[config.mk]
export PLATFORM = sky130hd
export DESIGN_NAME = sorted_table_linear_interpolator
export DESIGN_NICKNAME = d
export VERILOG_FILES = /design/src/design/stli_pkg.sv /design/src/design/stli_table.sv /design/src/design/stli_divider.sv /design/src/design/sorted_table_linear_interpolator.sv
export SDC_FILE = /design/constraint.sdc
export NUM_CORES = 2
export LEC_CHECK = 0
export ABC_AREA = 1
export BUFFER_PORTS_ARGS = -buffer_cell sky130_fd_sc_hd__buf_2
export CORE_AREA = 3 3 431 752
export DETAILED_ROUTE_END_ITERATION = 8
export DIE_AREA = 0 0 434 755
export GPL_TIMING_DRIVEN = 0
export PLACE_DENSITY = 0.47
export SLEW_MARGIN = 15
export SYNTH_ARGS = -nofsm -noshare
export SYNTH_HDL_FRONTEND = slang
export SYNTH_SLANG_ARGS = --single-unit
[constraint.sdc]
create_clock -name clock -period 13.5 [get_ports clock]
set_input_delay 2.025 -clock clock [delete_from_list [all_inputs] [get_ports clock]]
set_output_delay 2.025 -clock clock [all_outputs]
set_load 0.005 [all_outputs]
[src/design/stli_pkg.sv]
// ----------------------------------------------------------------------------
// Sorted table interpolator package
// Shared types, codes and field widths of the sorted interpolation table.
// ----------------------------------------------------------------------------
`default_nettype none

package stli_pkg;

   localparam int DATA_W   = 32;
   localparam int ENTRY_W  = 2 * DATA_W;
   localparam int PROD_W   = 2 * DATA_W;
   localparam int COUNT_W  = 5;
   localparam int STATUS_W = 2;
   localparam int RSP_W    = 40;
   localparam int DIV_STEPS = PROD_W;

   // Request kinds carried in the input tuser.
   localparam logic REQ_INSERT = 1'b0;
   localparam logic REQ_QUERY  = 1'b1;

   // Result status codes.
   localparam logic [STATUS_W-1:0] STAT_OK    = 2'd0;
   localparam logic [STATUS_W-1:0] STAT_EMPTY = 2'd1;
   localparam logic [STATUS_W-1:0] STAT_DUP   = 2'd2;
   localparam logic [STATUS_W-1:0] STAT_FULL  = 2'd3;

   typedef enum logic [3:0] {
      ST_IDLE,
      ST_INS_RD,
      ST_INS_CMP,
      ST_SHF_RD,
      ST_SHF_WR,
      ST_QRY_RD,
      ST_QRY_CMP,
      ST_MAG,
      ST_MUL,
      ST_DIV_GO,
      ST_DIV_WAIT,
      ST_SUM,
      ST_DONE
   } stli_state_type;

endpackage

`default_nettype wire

[src/design/stli_table.sv]
// ----------------------------------------------------------------------------
// Node table memory
// One write port and one read port with registered read data; each word
// holds a node as {value, key}.
// ----------------------------------------------------------------------------
`default_nettype none

module stli_table #(
   parameter int DEPTH = 16,
   parameter int AW    = 4
) (
   input  wire logic                       clock,
   input  wire logic                       wr_en,
   input  wire logic [AW-1:0]              wr_addr,
   input  wire logic [stli_pkg::ENTRY_W-1:0] wr_data,
   input  wire logic [AW-1:0]              rd_addr,
   output      logic [stli_pkg::ENTRY_W-1:0] rd_data
);
   import stli_pkg::*;

   logic [ENTRY_W-1:0] mem_ff [DEPTH];
   logic [ENTRY_W-1:0] rd_data_ff;

   always_ff @(posedge clock) begin
      if (wr_en) begin
         mem_ff[wr_addr] <= wr_data;
      end
      rd_data_ff <= mem_ff[rd_addr];
   end

   assign rd_data = rd_data_ff;

endmodule

`default_nettype wire

[src/design/stli_divider.sv]
// ----------------------------------------------------------------------------
// Iterative unsigned divider
// Restoring division of a 64-bit dividend by a 32-bit divisor, one quotient
// bit per cycle. Done pulses for one cycle when the quotient is ready.
// ----------------------------------------------------------------------------
`default_nettype none

module stli_divider (
   input  wire logic                        clock,
   input  wire logic                        reset,
   input  wire logic                        start,
   input  wire logic [stli_pkg::PROD_W-1:0] dividend,
   input  wire logic [stli_pkg::DATA_W-1:0] divisor,
   output      logic                        done,
   output      logic [stli_pkg::PROD_W-1:0] quotient
);
   import stli_pkg::*;

   localparam int STEP_W = $clog2(DIV_STEPS);

   logic              busy_ff, busy_in;
   logic              done_ff, done_in;
   logic [STEP_W-1:0] step_ff, step_in;
   logic [DATA_W-1:0] rem_ff, rem_in;
   logic [PROD_W-1:0] quo_ff, quo_in;
   logic [DATA_W-1:0] den_ff, den_in;

   logic [DATA_W:0]   rem_sh;
   logic [DATA_W:0]   rem_sub;
   logic              take;

   always_comb begin
      rem_sh  = {rem_ff, quo_ff[PROD_W-1]};
      take    = rem_sh >= {1'b0, den_ff};
      rem_sub = rem_sh - {1'b0, den_ff};
      busy_in = busy_ff;
      done_in = 1'b0;
      step_in = step_ff;
      rem_in  = rem_ff;
      quo_in  = quo_ff;
      den_in  = den_ff;
      if (start) begin
         busy_in = 1'b1;
         step_in = '0;
         rem_in  = '0;
         quo_in  = dividend;
         den_in  = divisor;
      end else if (busy_ff) begin
         // The partial remainder stays below the divisor, so 32 bits hold it.
         rem_in  = take ? rem_sub[DATA_W-1:0] : rem_sh[DATA_W-1:0];
         quo_in  = {quo_ff[PROD_W-2:0], take};
         step_in = step_ff + STEP_W'(1);
         if (step_ff == STEP_W'(DIV_STEPS - 1)) begin
            busy_in = 1'b0;
            done_in = 1'b1;
         end
      end
   end

   always_ff @(posedge clock) begin
      if (reset) begin
         busy_ff <= 1'b0;
         done_ff <= 1'b0;
      end else begin
         busy_ff <= busy_in;
         done_ff <= done_in;
      end
      step_ff <= step_in;
      rem_ff  <= rem_in;
      quo_ff  <= quo_in;
      den_ff  <= den_in;
   end

   assign done     = done_ff;
   assign quotient = quo_ff;

endmodule

`default_nettype wire

[src/design/sorted_table_linear_interpolator.sv]
// ----------------------------------------------------------------------------
// Sorted table linear interpolator
// Keeps up to MAX_NODES (key, value) nodes in increasing key order and
// answers queries by linear interpolation in signed Q16.16.
// ----------------------------------------------------------------------------
// Usage: a request beat on req_ carries the kind in tuser (insert or query)
// and key and node value in tdata. Each request gives exactly one response
// beat on rsp_ with the result value, a status and the node count.
// An insert scans the table in node order, reading and then comparing each
// node, then shifts the larger nodes up by one place, reading and writing
// each one. A query scans in node order up to the segment, then forms the
// differences and the product and runs the bit-serial divider.
// One request is worked on at a time; req_tready is high only while idle.
// A finished response sits in an output register, so the next request can
// be accepted while the receiver stalls; its result then waits until the
// earlier beat is taken. Reset empties the table at once (the node count is
// cleared; table contents need no clearing) and drops any pending response.
// ----------------------------------------------------------------------------
`default_nettype none

module sorted_table_linear_interpolator #(
   parameter int MAX_NODES = 16
) (
   input  wire logic                      clock,
   input  wire logic                      reset,
   // Request channel.
   input  wire logic                      req_tvalid,
   output      logic                      req_tready,
   input  wire logic [63:0]               req_tdata,  // key[31:0], node_value[63:32]
   input  wire logic                      req_tuser,  // req_type[0]
   // Response channel.
   output      logic                      rsp_tvalid,
   input  wire logic                      rsp_tready,
   output      logic [stli_pkg::RSP_W-1:0] rsp_tdata  // result_value[31:0], status[33:32],
                                                     // node_count[38:34], zero[39]
);
   import stli_pkg::*;

   localparam int AW    = (MAX_NODES > 1) ? $clog2(MAX_NODES) : 1;
   localparam int CNT_W = $clog2(MAX_NODES + 1);
   localparam int SUM_W = 42;
   localparam logic [PROD_W-1:0] Q_LIMIT = PROD_W'(64'h100_0000_0000);
   localparam logic signed [SUM_W-1:0] SUM_MAX = SUM_W'(64'sh7FFF_FFFF);
   localparam logic signed [SUM_W-1:0] SUM_MIN = -SUM_W'(64'sh8000_0000);

   stli_state_type state_ff, state_in;

   logic [CNT_W-1:0]           count_ff, count_in;
   logic [CNT_W-1:0]           idx_ff, idx_in;
   logic [CNT_W-1:0]           pos_ff, pos_in;
   logic signed [DATA_W-1:0]   key_ff, key_in;
   logic signed [DATA_W-1:0]   val_ff, val_in;
   logic signed [DATA_W-1:0]   k0_ff, k0_in;
   logic signed [DATA_W-1:0]   v0_ff, v0_in;
   logic signed [DATA_W-1:0]   k1_ff, k1_in;
   logic signed [DATA_W-1:0]   v1_ff, v1_in;
   logic [DATA_W-1:0]          mdv_ff, mdv_in;
   logic [DATA_W-1:0]          mdk_ff, mdk_in;
   logic [DATA_W-1:0]          dp_ff, dp_in;
   logic                       neg_ff, neg_in;
   logic [PROD_W-1:0]          prod_ff, prod_in;
   logic signed [DATA_W-1:0]   res_ff, res_in;
   logic [STATUS_W-1:0]        stat_ff, stat_in;
   logic                       rsp_valid_ff, rsp_valid_in;
   logic [RSP_W-1:0]           rsp_data_ff, rsp_data_in;

   // Table and divider hookup.
   logic                       wr_en;
   logic [AW-1:0]              wr_addr;
   logic [ENTRY_W-1:0]         wr_data;
   logic [AW-1:0]              rd_addr;
   logic [ENTRY_W-1:0]         rd_data;
   logic                       div_start;
   logic                       div_done;
   logic [PROD_W-1:0]          div_quo;

   logic                       req_fire;
   logic                       out_free;
   logic signed [DATA_W-1:0]   rd_key;
   logic signed [DATA_W-1:0]   rd_val;
   logic                       at_end;
   logic                       at_last;
   logic                       is_full;
   logic [DATA_W:0]            dv;
   logic [DATA_W:0]            dk;
   logic [DATA_W:0]            dp;
   logic [40:0]                q_clamp;
   logic signed [SUM_W-1:0]    sum;
   logic [COUNT_W-1:0]         cnt_ext;

   stli_table #(
      .DEPTH (MAX_NODES),
      .AW    (AW)
   ) u_table (
      .clock   (clock),
      .wr_en   (wr_en),
      .wr_addr (wr_addr),
      .wr_data (wr_data),
      .rd_addr (rd_addr),
      .rd_data (rd_data)
   );

   stli_divider u_divider (
      .clock    (clock),
      .reset    (reset),
      .start    (div_start),
      .dividend (prod_ff),
      .divisor  (dp_ff),
      .done     (div_done),
      .quotient (div_quo)
   );

   assign req_tready = (state_ff == ST_IDLE);
   assign req_fire   = req_tvalid && req_tready;
   assign out_free   = !rsp_valid_ff || rsp_tready;

   assign rd_key  = rd_data[DATA_W-1:0];
   assign rd_val  = rd_data[ENTRY_W-1:DATA_W];
   assign at_end  = (idx_ff == count_ff);
   assign at_last = (idx_ff == count_ff - CNT_W'(1));
   assign is_full = (count_ff == CNT_W'(MAX_NODES));

   // Next state.
   always_comb begin
      state_in = state_ff;
      case (state_ff)
         ST_IDLE: begin
            if (req_fire) begin
               if (req_tuser == REQ_INSERT) begin
                  state_in = ST_INS_RD;
               end else if (count_ff == '0) begin
                  state_in = ST_DONE;
               end else begin
                  state_in = ST_QRY_RD;
               end
            end
         end
         ST_INS_RD: begin
            if (!at_end) begin
               state_in = ST_INS_CMP;
            end else if (is_full) begin
               state_in = ST_DONE;
            end else begin
               state_in = ST_SHF_RD;
            end
         end
         ST_INS_CMP: begin
            if (rd_key < key_ff) begin
               state_in = ST_INS_RD;
            end else if (rd_key == key_ff || is_full) begin
               state_in = ST_DONE;
            end else begin
               state_in = ST_SHF_RD;
            end
         end
         ST_SHF_RD: state_in = (idx_ff == pos_ff) ? ST_DONE : ST_SHF_WR;
         ST_SHF_WR: state_in = ST_SHF_RD;
         ST_QRY_RD: state_in = ST_QRY_CMP;
         ST_QRY_CMP: begin
            if (idx_ff == '0) begin
               state_in = (count_ff == CNT_W'(1)) ? ST_DONE : ST_QRY_RD;
            end else if (key_ff < rd_key || at_last) begin
               state_in = ST_MAG;
            end else begin
               state_in = ST_QRY_RD;
            end
         end
         ST_MAG:      state_in = ST_MUL;
         ST_MUL:      state_in = ST_DIV_GO;
         ST_DIV_GO:   state_in = ST_DIV_WAIT;
         ST_DIV_WAIT: state_in = div_done ? ST_SUM : ST_DIV_WAIT;
         ST_SUM:      state_in = ST_DONE;
         ST_DONE:     state_in = out_free ? ST_IDLE : ST_DONE;
         default:     state_in = ST_IDLE;
      endcase
   end

   // Datapath and sequencer outputs.
   always_comb begin
      count_in  = count_ff;
      idx_in    = idx_ff;
      pos_in    = pos_ff;
      key_in    = key_ff;
      val_in    = val_ff;
      k0_in     = k0_ff;
      v0_in     = v0_ff;
      k1_in     = k1_ff;
      v1_in     = v1_ff;
      mdv_in    = mdv_ff;
      mdk_in    = mdk_ff;
      dp_in     = dp_ff;
      neg_in    = neg_ff;
      prod_in   = prod_ff;
      res_in    = res_ff;
      stat_in   = stat_ff;
      wr_en     = 1'b0;
      wr_addr   = idx_ff[AW-1:0];
      wr_data   = rd_data;
      rd_addr   = idx_ff[AW-1:0];
      div_start = 1'b0;

      dv = {v1_ff[DATA_W-1], v1_ff} - {v0_ff[DATA_W-1], v0_ff};
      dk = {key_ff[DATA_W-1], key_ff} - {k0_ff[DATA_W-1], k0_ff};
      dp = {k1_ff[DATA_W-1], k1_ff} - {k0_ff[DATA_W-1], k0_ff};

      q_clamp = (div_quo > Q_LIMIT) ? Q_LIMIT[40:0] : div_quo[40:0];
      sum = neg_ff ? (SUM_W'(v0_ff) - $signed({1'b0, q_clamp}))
                   : (SUM_W'(v0_ff) + $signed({1'b0, q_clamp}));

      rsp_valid_in = rsp_valid_ff;
      rsp_data_in  = rsp_data_ff;
      if (rsp_valid_ff && rsp_tready) begin
         rsp_valid_in = 1'b0;
      end

      case (state_ff)
         ST_IDLE: begin
            if (req_fire) begin
               key_in  = req_tdata[DATA_W-1:0];
               val_in  = req_tdata[ENTRY_W-1:DATA_W];
               idx_in  = '0;
               res_in  = '0;
               stat_in = STAT_OK;
               if (req_tuser == REQ_QUERY && count_ff == '0) begin
                  stat_in = STAT_EMPTY;
                  res_in  = {1'b1, {(DATA_W-1){1'b0}}};
               end
            end
         end
         ST_INS_RD: begin
            // Every node is below the new key: it goes after the last one.
            if (at_end) begin
               if (is_full) begin
                  stat_in = STAT_FULL;
               end else begin
                  pos_in = idx_ff;
                  idx_in = count_ff;
               end
            end
         end
         ST_INS_CMP: begin
            if (rd_key < key_ff) begin
               idx_in = idx_ff + CNT_W'(1);
            end else if (rd_key == key_ff) begin
               stat_in = STAT_DUP;
            end else if (is_full) begin
               stat_in = STAT_FULL;
            end else begin
               pos_in = idx_ff;
               idx_in = count_ff;
            end
         end
         ST_SHF_RD: begin
            if (idx_ff == pos_ff) begin
               wr_en    = 1'b1;
               wr_data  = {val_ff, key_ff};
               count_in = count_ff + CNT_W'(1);
            end else begin
               rd_addr = idx_ff[AW-1:0] - AW'(1);
            end
         end
         ST_SHF_WR: begin
            wr_en  = 1'b1;
            idx_in = idx_ff - CNT_W'(1);
         end
         ST_QRY_CMP: begin
            if (idx_ff == '0) begin
               res_in = rd_val;
               k0_in  = rd_key;
               v0_in  = rd_val;
               idx_in = CNT_W'(1);
            end else if (key_ff < rd_key || at_last) begin
               k1_in = rd_key;
               v1_in = rd_val;
            end else begin
               k0_in  = rd_key;
               v0_in  = rd_val;
               idx_in = idx_ff + CNT_W'(1);
            end
         end
         ST_MAG: begin
            mdv_in = dv[DATA_W] ? DATA_W'(-dv) : dv[DATA_W-1:0];
            mdk_in = dk[DATA_W] ? DATA_W'(-dk) : dk[DATA_W-1:0];
            dp_in  = dp[DATA_W-1:0];
            neg_in = dv[DATA_W] ^ dk[DATA_W];
         end
         ST_MUL: begin
            prod_in = PROD_W'(mdv_ff) * PROD_W'(mdk_ff);
         end
         ST_DIV_GO: begin
            div_start = 1'b1;
         end
         ST_SUM: begin
            if (sum > SUM_MAX) begin
               res_in = SUM_MAX[DATA_W-1:0];
            end else if (sum < SUM_MIN) begin
               res_in = SUM_MIN[DATA_W-1:0];
            end else begin
               res_in = sum[DATA_W-1:0];
            end
         end
         ST_DONE: begin
            if (out_free) begin
               rsp_valid_in = 1'b1;
               rsp_data_in  = {1'b0, cnt_ext, stat_ff, res_ff};
            end
         end
         default: begin
         end
      endcase
   end

   // Report the low bits of the count, zero-filled when the count is narrow.
   assign cnt_ext = COUNT_W'(count_ff);

   always_ff @(posedge clock) begin
      if (reset) begin
         state_ff     <= ST_IDLE;
         count_ff     <= '0;
         rsp_valid_ff <= 1'b0;
      end else begin
         state_ff     <= state_in;
         count_ff     <= count_in;
         rsp_valid_ff <= rsp_valid_in;
      end
      idx_ff      <= idx_in;
      pos_ff      <= pos_in;
      key_ff      <= key_in;
      val_ff      <= val_in;
      k0_ff       <= k0_in;
      v0_ff       <= v0_in;
      k1_ff       <= k1_in;
      v1_ff       <= v1_in;
      mdv_ff      <= mdv_in;
      mdk_ff      <= mdk_in;
      dp_ff       <= dp_in;
      neg_ff      <= neg_in;
      prod_ff     <= prod_in;
      res_ff      <= res_in;
      stat_ff     <= stat_in;
      rsp_data_ff <= rsp_data_in;
   end

   assign rsp_tvalid = rsp_valid_ff;
   assign rsp_tdata  = rsp_data_ff;

endmodule

`default_nettype wire

==> impl_metrics.env <==
export IMPL_drive_gt1_frac=0.0581
export IMPL_drt_initial_drc_count=6143
export IMPL_cp_startpoint="mdv_ff[21]"
export IMPL_area_growth_pct=12.2
export IMPL_ctsHoldBuffers=0
export IMPL_rsz0062_at_grt="false"
export IMPL_dpl_cell_area_um2=119000
export IMPL_grt_util_met2=0.549
export IMPL_clock_sinks=1670
export IMPL_wire_per_inst_um=29.1
export IMPL_yosys_area_top_type="edfxtp_1"
export IMPL_fin_area_um2=125000
export IMPL_grt_util_met1=0.270
export IMPL_grt_max_degree=58
export IMPL_synthCells=11700
export IMPL_cts_setup_buffers=0
export IMPL_clock_latency_ns=0.88
export IMPL_max_stage_delay_ns=1.01
export IMPL_maxCapViolations=0
export IMPL_final_hold_viol_count=0
export IMPL_die_x_um=434
export IMPL_cp_max_fo=10
export IMPL_ir_drop_mv=0.277
export IMPL_avgSynthCellArea_um2=9.54
export IMPL_numCtsBuffers=172
export IMPL_worstSetupPathType="flop to flop"
export IMPL_cts_buffer_depth=4
export IMPL_r2r_end="prod_ff[62]"
export IMPL_dpl_hpwl_mm=386
export IMPL_vias_per_cell=5.27
export IMPL_synth_area_um2=111000
export IMPL_fp_dieArea_um2=328000
export IMPL_crit_path_end="prod_ff[62]"
export IMPL_clkTransAtPathRegs_ns=0.09
export IMPL_p_per_area_nw_per_um2=210
export IMPL_cp_slowest_cell="clkbuf_1"
export IMPL_status="complete, no violations"
export IMPL_slew_headroom=0.0597
export IMPL_worst_pin_slew_ns=1.41
export IMPL_htreeDepth=4
export IMPL_ys_seq_area_frac=0.441
export IMPL_ys_seq_elements=1670
export IMPL_clock_skew_ns=0.0939
export IMPL_whs_path_depth=0
export IMPL_cts_resized=0
export IMPL_ant_nets=0
export IMPL_antenna_found_initial=20
export IMPL_nets=13500
export IMPL_path_delay_family="adder cells"
export IMPL_grt_overflow_total=0
export IMPL_cts_tree="done"
export IMPL_p_leak_nw=53.6
export IMPL_syn_nets=13100
export IMPL_r2r_start="mdv_ff[21]"
export IMPL_grt_pass1_wl_mm=666
export IMPL_drc=0
export IMPL_yosysWarnings=0
export IMPL_finalSetupViolations=0
export IMPL_fp_dieH_um=755
export IMPL_via_count=86200
export IMPL_cts_root_buf="clkbuf_16"
export IMPL_num_fill_cells=31900
export IMPL_use_met3=0.0370
export IMPL_async_reset_ff_frac=0
export IMPL_yosysMostFrequentCell="nand2_1"
export IMPL_critPathBufInv=7
export IMPL_synthFlopType="edfxtp_1"
export IMPL_gp_congestion=1.04
export IMPL_hold_class="flop to flop"
export IMPL_ff2ff_setup_slack_ns=3.25
export IMPL_grt_usage=0.288
export IMPL_core_area_um2=318000
export IMPL_fmax_mhz=97.5
export IMPL_rows=274
export IMPL_period_minus_slack_ns=10.25
export IMPL_cp_start_kind="flop"
export IMPL_hp_start="dp_ff[8]"
export IMPL_wirelength_mm=476
export IMPL_timing_hold_ws_ns=0.413
export IMPL_netlist_area_leader_share=0.420
export IMPL_synth_top_cells_by_count="nand2_1, inv_1, edfxtp_1, nor2_1, fa_1"
export IMPL_grt_pass1_vias=92200
export IMPL_synthTopCellsByArea="edfxtp_1, fa_1, nand2_1"
export IMPL_firstDrtPassIters=6
export IMPL_slew_violations=0
export IMPL_grt_busiest_layer="met2"
export IMPL_ios=111
export IMPL_initial_core_util=0.349
export IMPL_port_buffers=108
export IMPL_worst_endpoint_arrival_ns=10.83
export IMPL_rr_worst_depth=27
export IMPL_finalCritPeriodShare=0.760
export IMPL_path_depth=27
export IMPL_worst_ep_required_time_ns=14.08
export IMPL_cp_common_cell="fa_1"
export IMPL_critPathCaptureType="flop"
export IMPL_synth_edff_count=1556
export IMPL_ys_types=61
[power by group]
group	switching, mW	total, mW	internal (mW)
combinational	9.97	13.7	3.72
sequential	0.551	7.66	7.11
clock	2.11	4.87	2.76
total	12.6	26.2	13.6
[how the worst min path moves through the flow]
stage	endpoint
6_report	u_divider.den_ff[8]
5_1_grt	u_divider.den_ff[15]
4_1_cts	u_divider.den_ff[15]
3_5_place_dp	u_divider.den_ff[25]
3_3_place_gp	u_divider.den_ff[12]
2_1_floorplan	rsp_tdata[0]
[per-layer routing]
| metal | share of wire | up-vias |
|---|---|---|
| met5 | 0.00016 | - |
| met4 | 0.10 | 12 |
| met3 | 0.042 | 1343 |
| met2 | 0.54 | 2993 |
| met1 | 0.32 | 43300 |
| li1 | - | 38600 |
[through the flow]
step / setup TNS [ns] / setup WS (ns) / std cells / utilization / total power [mW]
after floorplan: 0 / 6.60 / 11700 / - / 14.8
after global placement: -130.88 / -1.44 / 15900 / 0.367 / 21.1
after detailed placement: 0 / 3.61 / 16000 / 0.374 / 21.2
after CTS: 0 / 3.55 / 16300 / 0.391 / 26.2
after global routing: 0 / 3.17 / 16300 / 0.391 / 27.4
final: 0 / 3.25 / 16300 / 0.392 / 26.2
[kinds of logic after synthesis]
logic type | after synthesis | synth area share
buffers and inverters | 2510 | 0.0863
adder cells (fa/ha/maj) | 1376 | 0.216
AND/OR/NAND/NOR | 4251 | 0.152
AO/OA/AOI/OAI | 1585 | 0.0843
other | 1 | 0.0000337
multiplexers | 1 | 0.0000900
flip-flops | 1670 | 0.441
XOR/XNOR | 266 | 0.0213
[layout make-up]
class                           count  area [µm²]  share of cell area
Clock inverter                     80         779             0.00625
Tap cell                         4140        5180              0.0415
Inverter                         2028        7620              0.0611
Sequential cell                  1670       49000               0.393
Timing Repair Buffer              230        2440              0.0196
Antenna cell                       10        25.0            0.000201
Clock buffer                      229        4830              0.0388
Buffer                            482        2040              0.0163
Multi-Input combinational cell   7480       52800               0.423
[placed cells by master, fill, tap and decap left out, types with 40 or more instances in the layout]
cell type and count:
clkbuf_1 338, clkbuf_2 40, nand3_1 338, ha_1 475, buf_4 56, o21ai_1 218
nor3_1 59, nor2_1 1036, inv_1 2017, clkbuf_16 177, dfxtp_1 114, fa_1 901
edfxtp_1 1556, o21ai_0 596, xnor2_1 96, o221ai_1 259, a31oi_1 48, buf_2 218
a21oi_1 318, buf_12 50, xor2_1 167, nand4_1 76, nand2_1 2659
[worst reg2reg max path: cells and delay by family (launching register included)]
kind	cells	cell delay [ns]
fa+ha+maj	9	5.24
xor+xnor	1	0.08
buf+inv	7	1.53
simple gates	8	1.44
compound gates	2	1.03
flops	1	0.68
[state kept, by name (all words and copies together), names as in the netlist, 39 cells and up]
signal	count
prod_ff	64
u_divider.quotient	64
rsp_tdata	39
u_table.mem_ff	1024
u_table.rd_data	64
No activity file was read; power rests on OpenSTA's default activity.
